## src/hdl/mahd_pkg.sv

```systemverilog
// package for the mpeg audio header decoder: codes, widths, tables and shared types
package mahd_pkg;

	localparam logic [10:0] SYNC_ALL_ONES = 11'h7FF;

	localparam logic [1:0] VER_MPEG25   = 2'd0;
	localparam logic [1:0] VER_RESERVED = 2'd1;
	localparam logic [1:0] VER_MPEG2    = 2'd2;
	localparam logic [1:0] VER_MPEG1    = 2'd3;

	localparam logic [1:0] LAYER_RESERVED = 2'd0;
	localparam logic [1:0] LAYER_3        = 2'd1;
	localparam logic [1:0] LAYER_2        = 2'd2;
	localparam logic [1:0] LAYER_1        = 2'd3;

	localparam logic [3:0] BR_IDX_FREE   = 4'h0;
	localparam logic [3:0] BR_IDX_BAD    = 4'hF;
	localparam logic [1:0] SR_IDX_RSVD   = 2'd3;
	localparam logic [1:0] EMPH_RSVD     = 2'd2;

	localparam int BR_W    = 9;
	localparam int SR_W    = 16;
	localparam int LEN_W   = 12;
	localparam int K_W     = 8;
	localparam int N_W     = 17;
	localparam int M_W     = 20;
	localparam int Q_W     = 12;
	localparam int DIV_W   = 9;
	localparam int RECIP_W = 28;
	localparam int RECIP_SHIFT = 32;
	localparam int PROD_W  = M_W + RECIP_W;
	localparam int QD_W    = Q_W + DIV_W;

	localparam logic [K_W-1:0] K_LAYER_I = K_W'(12);
	localparam logic [K_W-1:0] K_FULL    = K_W'(144);
	localparam logic [K_W-1:0] K_HALF    = K_W'(72);

	localparam logic [DIV_W-1:0] DIV_VAL_441 = DIV_W'(441);
	localparam logic [DIV_W-1:0] DIV_VAL_48  = DIV_W'(48);
	localparam logic [DIV_W-1:0] DIV_VAL_32  = DIV_W'(32);

	localparam logic [RECIP_W-1:0] RECIP_441 = RECIP_W'((64'd1 << RECIP_SHIFT) / 64'd441);
	localparam logic [RECIP_W-1:0] RECIP_48  = RECIP_W'((64'd1 << RECIP_SHIFT) / 64'd48);
	localparam logic [RECIP_W-1:0] RECIP_32  = RECIP_W'((64'd1 << RECIP_SHIFT) / 64'd32);

	typedef enum logic [1:0] {
		DIV_441,
		DIV_48,
		DIV_32
	} div_sel_t;

	typedef struct packed {
		logic            header_ok;
		logic            length_known;
		logic            padding;
		logic            layer_one;
		logic [BR_W-1:0] bitrate;
		logic [SR_W-1:0] sample_rate;
	} side_t;

	typedef logic [BR_W-1:0] br_tab_t [16];

	localparam br_tab_t BR_V1_L1 = '{
		9'd0, 9'd32, 9'd64, 9'd96, 9'd128, 9'd160, 9'd192, 9'd224,
		9'd256, 9'd288, 9'd320, 9'd352, 9'd384, 9'd416, 9'd448, 9'd0};
	localparam br_tab_t BR_V1_L2 = '{
		9'd0, 9'd32, 9'd48, 9'd56, 9'd64, 9'd80, 9'd96, 9'd112,
		9'd128, 9'd160, 9'd192, 9'd224, 9'd256, 9'd320, 9'd384, 9'd0};
	localparam br_tab_t BR_V1_L3 = '{
		9'd0, 9'd32, 9'd40, 9'd48, 9'd56, 9'd64, 9'd80, 9'd96,
		9'd112, 9'd128, 9'd160, 9'd192, 9'd224, 9'd256, 9'd320, 9'd0};
	localparam br_tab_t BR_V2_L1 = '{
		9'd0, 9'd32, 9'd48, 9'd56, 9'd64, 9'd80, 9'd96, 9'd112,
		9'd128, 9'd144, 9'd160, 9'd176, 9'd192, 9'd224, 9'd256, 9'd0};
	localparam br_tab_t BR_V2_L23 = '{
		9'd0, 9'd8, 9'd16, 9'd24, 9'd32, 9'd40, 9'd48, 9'd56,
		9'd64, 9'd80, 9'd96, 9'd112, 9'd128, 9'd144, 9'd160, 9'd0};

	function automatic logic [BR_W-1:0] bitrate_lookup(
		input logic [1:0] ver,
		input logic [1:0] lay,
		input logic [3:0] idx
	);
		logic [BR_W-1:0] br;
		br = '0;
		if (ver == VER_RESERVED || lay == LAYER_RESERVED) begin
			br = '0;
		end else if (ver == VER_MPEG1) begin
			if (lay == LAYER_1) br = BR_V1_L1[idx];
			else if (lay == LAYER_2) br = BR_V1_L2[idx];
			else br = BR_V1_L3[idx];
		end else begin
			if (lay == LAYER_1) br = BR_V2_L1[idx];
			else br = BR_V2_L23[idx];
		end
		return br;
	endfunction

	function automatic logic [SR_W-1:0] rate_lookup(
		input logic [1:0] ver,
		input logic [1:0] fidx
	);
		logic [SR_W-1:0] base;
		logic [SR_W-1:0] sr;
		base = '0;
		sr = '0;
		unique case (fidx)
			2'd0: base = SR_W'(44100);
			2'd1: base = SR_W'(48000);
			2'd2: base = SR_W'(32000);
			default: base = '0;
		endcase
		unique case (ver)
			VER_MPEG1: sr = base;
			VER_MPEG2: sr = base >> 1;
			VER_MPEG25: sr = base >> 2;
			default: sr = '0;
		endcase
		return sr;
	endfunction

endpackage

```

## src/hdl/mpeg_audio_header_decode.sv

```systemverilog
// top level of the mpeg audio frame header decoder
// Decodes one 32-bit frame header per transaction: field checks, bitrate and sample rate
// lookup, and frame length in bytes with padding. It takes a new header every cycle while
// in_ready is high. Each header passes five registers (field decode and table lookup,
// frame-length numerator, reciprocal multiply, remainder correction, output register)
// on the way to out_valid. The frame length division is done by a constant reciprocal
// multiply picked by the sample rate family, followed by one correction step. A stalled
// output holds every stage; empty stages still fill while the output waits.
module mpeg_audio_header_decode
	import mahd_pkg::*;
(
	input  logic              clk,
	input  logic              arst_n,
	input  logic              in_valid,
	output logic              in_ready,
	input  logic [31:0]       header_word,
	output logic              out_valid,
	input  logic              out_ready,
	output logic              header_ok,
	output logic              length_known,
	output logic [LEN_W-1:0]  frame_bytes,
	output logic [BR_W-1:0]   bitrate_kbps,
	output logic [SR_W-1:0]   sample_rate_hz
);

	logic [10:0]      sync;
	logic [1:0]       ver;
	logic [1:0]       lay;
	logic [3:0]       bidx;
	logic [1:0]       fidx;
	logic [1:0]       emph;
	logic [BR_W-1:0]  br;
	logic [SR_W-1:0]  sr;
	logic [K_W-1:0]   kfac;
	logic [1:0]       shamt;
	div_sel_t         dsel;
	side_t            side;

	logic             v_s1;
	side_t            side_s1;
	logic [K_W-1:0]   k_s1;
	logic [1:0]       shamt_s1;
	div_sel_t         dsel_s1;

	logic             v_s2;
	side_t            side_s2;
	logic [M_W-1:0]   m_s2;
	div_sel_t         dsel_s2;

	logic             v_s5;
	logic             ok_s5;
	logic             known_s5;
	logic [LEN_W-1:0] len_s5;
	logic [BR_W-1:0]  br_s5;
	logic [SR_W-1:0]  sr_s5;

	logic             en_s1;
	logic             en_s2;
	logic             en_s5;
	logic             div_in_ready;
	logic             div_valid;
	logic [Q_W-1:0]   div_q;
	side_t            div_side;
	logic [N_W-1:0]   n_base;
	logic [N_W-1:0]   n_scaled;
	logic [M_W-1:0]   m_next;
	logic [LEN_W-1:0] q_pad;
	logic [LEN_W-1:0] len_next;

	// field decode and lookups
	assign sync = header_word[31:21];
	assign ver  = header_word[20:19];
	assign lay  = header_word[18:17];
	assign bidx = header_word[15:12];
	assign fidx = header_word[11:10];
	assign emph = header_word[1:0];

	assign br = bitrate_lookup(ver, lay, bidx);
	assign sr = rate_lookup(ver, fidx);

	always_comb begin
		side.header_ok = sync == SYNC_ALL_ONES && ver != VER_RESERVED &&
			lay != LAYER_RESERVED && bidx != BR_IDX_FREE && bidx != BR_IDX_BAD &&
			fidx != SR_IDX_RSVD && emph != EMPH_RSVD;
		side.length_known = br != '0 && sr != '0;
		side.padding      = header_word[9];
		side.layer_one    = lay == LAYER_1;
		side.bitrate      = br;
		side.sample_rate  = sr;

		if (lay == LAYER_1) kfac = K_LAYER_I;
		else if (lay == LAYER_2 || ver == VER_MPEG1) kfac = K_FULL;
		else kfac = K_HALF;

		unique case (ver)
			VER_MPEG1: shamt = 2'd0;
			VER_MPEG2: shamt = 2'd1;
			default: shamt = 2'd2;
		endcase

		unique case (fidx)
			2'd0: dsel = DIV_441;
			2'd1: dsel = DIV_48;
			default: dsel = DIV_32;
		endcase
	end

	// numerator: sample rate is base/2^shamt, so scale the numerator instead
	assign n_base   = N_W'(k_s1) * N_W'(side_s1.bitrate);
	assign n_scaled = n_base << shamt_s1;
	assign m_next   = (dsel_s1 == DIV_441) ?
		(M_W'(n_scaled) << 3) + (M_W'(n_scaled) << 1) : M_W'(n_scaled);

	assign en_s5 = !v_s5 || out_ready;
	assign en_s2 = !v_s2 || div_in_ready;
	assign en_s1 = !v_s1 || en_s2;
	assign in_ready = en_s1;

	always_ff @(posedge clk or negedge arst_n) begin
		if (!arst_n) begin
			v_s1 <= 1'b0;
			v_s2 <= 1'b0;
			v_s5 <= 1'b0;
		end else begin
			if (en_s1) v_s1 <= in_valid;
			if (en_s2) v_s2 <= v_s1;
			if (en_s5) v_s5 <= div_valid;
		end
	end

	always_ff @(posedge clk) begin
		if (en_s1 && in_valid) begin
			side_s1  <= side;
			k_s1     <= kfac;
			shamt_s1 <= shamt;
			dsel_s1  <= dsel;
		end
		if (en_s2 && v_s1) begin
			side_s2 <= side_s1;
			m_s2    <= m_next;
			dsel_s2 <= dsel_s1;
		end
		if (en_s5 && div_valid) begin
			ok_s5    <= div_side.header_ok;
			known_s5 <= div_side.length_known;
			len_s5   <= div_side.length_known ? len_next : '0;
			br_s5    <= div_side.bitrate;
			sr_s5    <= div_side.sample_rate;
		end
	end

	mahd_div u_div (
		.clk       (clk),
		.arst_n    (arst_n),
		.in_valid  (v_s2),
		.in_ready  (div_in_ready),
		.m         (m_s2),
		.dsel      (dsel_s2),
		.side_in   (side_s2),
		.out_valid (div_valid),
		.out_ready (en_s5),
		.q         (div_q),
		.side_out  (div_side)
	);

	// layer i counts in four-byte slots
	assign q_pad    = LEN_W'(div_q) + LEN_W'(div_side.padding);
	assign len_next = div_side.layer_one ? (q_pad << 2) : q_pad;

	assign out_valid      = v_s5;
	assign header_ok      = ok_s5;
	assign length_known   = known_s5;
	assign frame_bytes    = len_s5;
	assign bitrate_kbps   = br_s5;
	assign sample_rate_hz = sr_s5;

endmodule

```

## src/hdl/mahd_div.sv

```systemverilog
// pipelined divider: reciprocal multiply in one stage, remainder correction in the next
module mahd_div
	import mahd_pkg::*;
(
	input  logic             clk,
	input  logic             arst_n,
	input  logic             in_valid,
	output logic             in_ready,
	input  logic [M_W-1:0]   m,
	input  div_sel_t         dsel,
	input  side_t            side_in,
	output logic             out_valid,
	input  logic             out_ready,
	output logic [Q_W-1:0]   q,
	output side_t            side_out
);

	logic               v_s3;
	logic [M_W-1:0]     m_s3;
	logic [DIV_W-1:0]   d_s3;
	logic [Q_W-1:0]     q0_s3;
	side_t              side_s3;

	logic               v_s4;
	logic [Q_W-1:0]     q_s4;
	side_t              side_s4;

	logic               en_s3;
	logic               en_s4;
	logic [RECIP_W-1:0] recip;
	logic [DIV_W-1:0]   dval;
	logic [PROD_W-1:0]  prod;
	logic [QD_W-1:0]    qd;
	logic [QD_W-1:0]    rem;
	logic               bump;

	assign en_s4    = !v_s4 || out_ready;
	assign en_s3    = !v_s3 || en_s4;
	assign in_ready = en_s3;

	always_comb begin
		unique case (dsel)
			DIV_441: begin
				recip = RECIP_441;
				dval  = DIV_VAL_441;
			end
			DIV_48: begin
				recip = RECIP_48;
				dval  = DIV_VAL_48;
			end
			DIV_32: begin
				recip = RECIP_32;
				dval  = DIV_VAL_32;
			end
			default: begin
				recip = RECIP_32;
				dval  = DIV_VAL_32;
			end
		endcase
	end

	assign prod = PROD_W'(m) * PROD_W'(recip);

	// estimate is exact or one low
	assign qd   = QD_W'(q0_s3) * QD_W'(d_s3);
	assign rem  = QD_W'(m_s3) - qd;
	assign bump = rem >= QD_W'(d_s3);

	always_ff @(posedge clk or negedge arst_n) begin
		if (!arst_n) begin
			v_s3 <= 1'b0;
			v_s4 <= 1'b0;
		end else begin
			if (en_s3) v_s3 <= in_valid;
			if (en_s4) v_s4 <= v_s3;
		end
	end

	always_ff @(posedge clk) begin
		if (en_s3 && in_valid) begin
			m_s3    <= m;
			d_s3    <= dval;
			q0_s3   <= prod[RECIP_SHIFT +: Q_W];
			side_s3 <= side_in;
		end
		if (en_s4 && v_s3) begin
			q_s4    <= q0_s3 + Q_W'(bump);
			side_s4 <= side_s3;
		end
	end

	assign out_valid = v_s4;
	assign q         = q_s4;
	assign side_out  = side_s4;

endmodule

```

## config.mk

```make
export PLATFORM = sky130hd
export DESIGN_NAME = mpeg_audio_header_decode
export DESIGN_NICKNAME = d
export VERILOG_FILES = /design/src/hdl/mahd_pkg.sv /design/src/hdl/mpeg_audio_header_decode.sv /design/src/hdl/mahd_div.sv
export SDC_FILE = /design/constraint.sdc
export NUM_CORES = 1
export LEC_CHECK = 0
export ABC_AREA = 1
export BUFFER_PORTS_ARGS = -buffer_cell sky130_fd_sc_hd__buf_2
export CAP_MARGIN = 20
export CORE_MARGIN = 8
export CORE_UTILIZATION = 40
export CTS_CLUSTER_DIAMETER = 120
export CTS_CLUSTER_SIZE = 14
export DETAILED_ROUTE_END_ITERATION = 12
export SYNTH_ARGS = -nofsm -noshare
export SYNTH_HDL_FRONTEND = slang
export SYNTH_SLANG_ARGS = --single-unit
```

## constraint.sdc

```tcl
create_clock -name clk -period 7.45 [get_ports clk]
set_input_delay 0.3725 -clock clk [delete_from_list [all_inputs] [get_ports clk]]
set_output_delay 0.3725 -clock clk [all_outputs]
set_load 0.1 [all_outputs]
```

==> impl_results.md <==
* Largest stage delay on the critical path at between 500 and 600 ps
* Fraction of post-synthesis cell area in the top cell type by area at about a quarter
* Clock Tree Root: clkbuf_16
* Post-CTS Setup Inserts at 0
* Initial standard-cell utilization of the core at about two fifths
* CTS tree: yes
* Share of synthesized area occupied by flip-flops and latches at between 20% and 30%
* # DRC at 0
* Syn avg cell area at 9.42 um^2
* Total Neg Setup Slack at 0 ps
* FILL cells at around 5,300
* Core outline area at about 55,000 um^2
* Antenna diode count at 0
* Antenna-violating nets left at 0
* Clock latency reported for the late side of the worst-skew pair at just under 500 ps
* Weighted congestion at the end of routability-driven global placement at 0.962
* Number of rows in the core area at 86
* Proportion of register bits with asynchronous set or reset after synthesis at 2.49%
* Most numerous cell types in the synthesized netlist: inv_1 (588), nand2_1 (382), ha_1 (299), fa_1 (270), edfxtp_1 (196)
* # Max-Cap Violations at 0
* Die Outline Area at approximately 63,000 um^2
* Post-layout net count at just over 3,000
* Synth warn at 0
* Most used flip-flop cell after synthesis: edfxtp_1
* Cell type contributing the most total cell area after synthesis: edfxtp_1
* Vias in the first global route at ~16,000
* Final worst path period share at roughly nine tenths
* Number of antenna violations at the first check in global routing at 0
* Cell count after synthesis at ~2,400
* Clock skew at roughly 25 ps
* I/O pin count at 77
* Count of input and output buffers at 64
* Yosys reg bits at between 200 and 250
* Fmax at between 100 and 150 MHz
* Path type of the worst setup path: flip-flop to flip-flop
* Category of cells accounting for the largest share of critical-path delay: adder cells
* Post-synthesis to final-layout area growth at 8.08%
* Number of enable-type register cells in the synthesized netlist at 196
* Wire length of the first global-routing pass at roughly 84,000 um
* Post-synthesis instance area at around 22,000 um^2
* Cells along the critical path: nor2_1 > inv_1 > nor2_1 > inv_1 > fa_1 > inv_1 > fa_1 > fa_1 > inv_1 > fa_1 > inv_1 > fa_1 > fa_1 > ha_1 > ha_1 > a21oi_1 > o21ai_0 > a21oi_1 > o211a_1 > nand2_1 > nand2_1 > nand2_1
* TritonCTS Sinks at 201
* Detail Placement HPWL at ~45,000 um
* TritonCTS Buffers at 18
* Final Max Tran Viols at 0
* Placed insts at approximately 3,200
* Result of the run: complete, no violations
* Hold slack final at 68.8 ps
* Count of different cell masters after synthesis at 54
* Min setup slack post-route at 682 ps
* Least-Margin Pin Slew at between 700 and 800 ps
* Dpl ws at just under 700 ps
* Dominant cell by count in the synthesized netlist: inv_1
* Overall Global Routing Usage at approximately 16%
* Class of the tightest hold or removal check: input port to flip-flop
* Data required time at the worst endpoint at roughly 7700 ps
* Top cells by area, synth: edfxtp_1 (27%), fa_1 (24%), ha_1 (17%)
* Share of cells above drive strength 1 at roughly 5.9%
* Nature of the critical path startpoint: flip-flop
* Pin count of the biggest net entering global routing at 54
* Die height at about 250 um
* Via count at about 16,000
* Tightest slew margin relative to the limit at about 50%
* Clk slew on worst S/H paths at 60 ps
* Kind of end point of the critical path: flip-flop
* Clock H-tree levels at 1
* Bufs and invs on worst path at 5
* Hold violation count in the final report at 0
* Final wirelength at 51,600 um
* Arrival time reported for the critical path endpoint at 7010 ps
* Final setup viols at 0
* DR WL/cell at 16.2 um
* Iteration-0 DRC count of the detailed router at around 920
* Iteration count of the initial detailed-routing pass at 5
* Unrepaired setup endpoints after global routing: no
* Shortest clock period the worst path allows after layout at 6770 ps
* Gr ovfl total at 0
* Die width at between 200 and 300 um
* Per-cell via count in the routed design at roughly 4.9
* Clock Tree Buf Depth at 3
* Most used cell along the critical path: fa_1
* Post-layout instance count excluding filler cells at approximately 3,200
* Critical-path top delay cell: fa_1
* Worst Path Max Fanout at 15
area by class of cell:
class	instances	area (um^2)	share of cell area (%)
multi-input cells	1536	13800	57.7
flip-flops and latches	201	6010	25.1
inverters	594	2230	9.31
well taps	748	936	3.91
repair buffers	81	470	1.96
clock buffers	23	469	1.96
clock inverters	2	27.5	0.115
flip-flops by register name, indices dropped and copies added, names as in the netlist, 4 cells and up:
| register | flops |
|---|---|
| side_s2 | 24 |
| side_s1 | 24 |
| k_s1 | 4 |
| sample_rate_hz | 14 |
| m_s2 | 15 |
| u_div.side_s3 | 24 |
| u_div.q | 12 |
| u_div.m_s3 | 15 |
| bitrate_kbps | 6 |
| frame_bytes | 12 |
| u_div.q0_s3 | 12 |
| u_div.side_out | 24 |
routing by layer:
layer  vias to the layer above  GRT usage (%)  part of all wire, %
li1                       7538              -                    -
met1                      7550           22.7                   46
met2                       353           27.8                   47
met5                         -              0                    0
met3                        78           1.75                  4.3
met4                         0           3.33                  2.2
final timing paths:
| kind | startpoint | depth (start not counted) | slack, ps | to |
|---|---|---|---|---|
| worst max-delay path | dsel_s2[1]$_DFFE_PP_ | 22 | 680 | u_div.q0_s3[10]$_DFFE_PP_ |
| worst min-delay path | header_word[9] | 1 | 70 | side_s1[26]$_DFFE_PP_ |
| worst max register to register | dsel_s2[1]$_DFFE_PP_ | 22 | 680 | u_div.q0_s3[10]$_DFFE_PP_ |
| worst min register to register | u_div.side_s3[15]$_DFFE_PP_ | 0 | 390 | u_div.side_out[15]$_DFFE_PP_ |
| max in group asynchronous | arst_n | 2 | 7080 | v_s1$_DFFE_PN0N_ |
| min in group asynchronous | arst_n | 2 | 240 | v_s2$_DFFE_PN0P_ |
kinds of logic (layout without fill, tap and decap cells):
| group | Yosys count | count (layout) | share of synthesized area, % |
|---|---|---|---|
| xor+xnor | 50 | 50 | 1.98 |
| flops | 201 | 201 | 27.1 |
| mux | 2 | 2 | 0.0903 |
| compound gates | 213 | 213 | 5.50 |
| simple gates | 698 | 698 | 13.4 |
| fa+ha+maj | 569 | 569 | 41.3 |
| other cells | 1 | 4 | 0.0169 |
| buf+inv | 619 | 700 | 10.7 |
cell usage in the layout (no fill, tap or decap), types with 2 or more instances in the layout:
cell,count
clkbuf_16,18
nor2_2,7
o21bai_1,5
buf_4,15
o21ai_2,2
a211oi_1,6
nand3b_1,6
nand2_1,382
mux2i_1,2
buf_2,64
conb_1,4
nor2_1,159
clkbuf_1,5
xor2_1,37
nand3_1,75
o22ai_1,2
a21oi_2,4
clkinv_1,3
o211ai_1,5
a31oi_1,8
inv_2,4
inv_1,587
dfrtp_1,5
fa_1,270
nand3_2,5
o21ai_0,76
nor3_2,4
o21a_1,8
ha_1,299
a21o_1,3
xnor2_1,13
a21oi_1,84
nor4_1,2
nor3_1,17
edfxtp_1,196
nand4_1,20
o221ai_1,4
nand2_2,8
nand2_4,4
repair_timing:
action                     4_1_cts  5_1_grt
hold endpoints to repair         5        0
hold buffers                     1        0
setup endpoints to repair        0        0
gates resized for setup          0        0
metrics by stage:
stage | util [%] | cell area, um^2
after detailed placement | 42.6 | 23400
after CTS | 43.6 | 24000
final | 43.6 | 24000
after global placement | 42.6 | 23400
after floorplan | - | 22200
after global routing | 43.6 | 24000
Power is left out: the tool's default activity adds up to more than one toggle a clock period on the data nets, which glitch-free logic cannot reach.
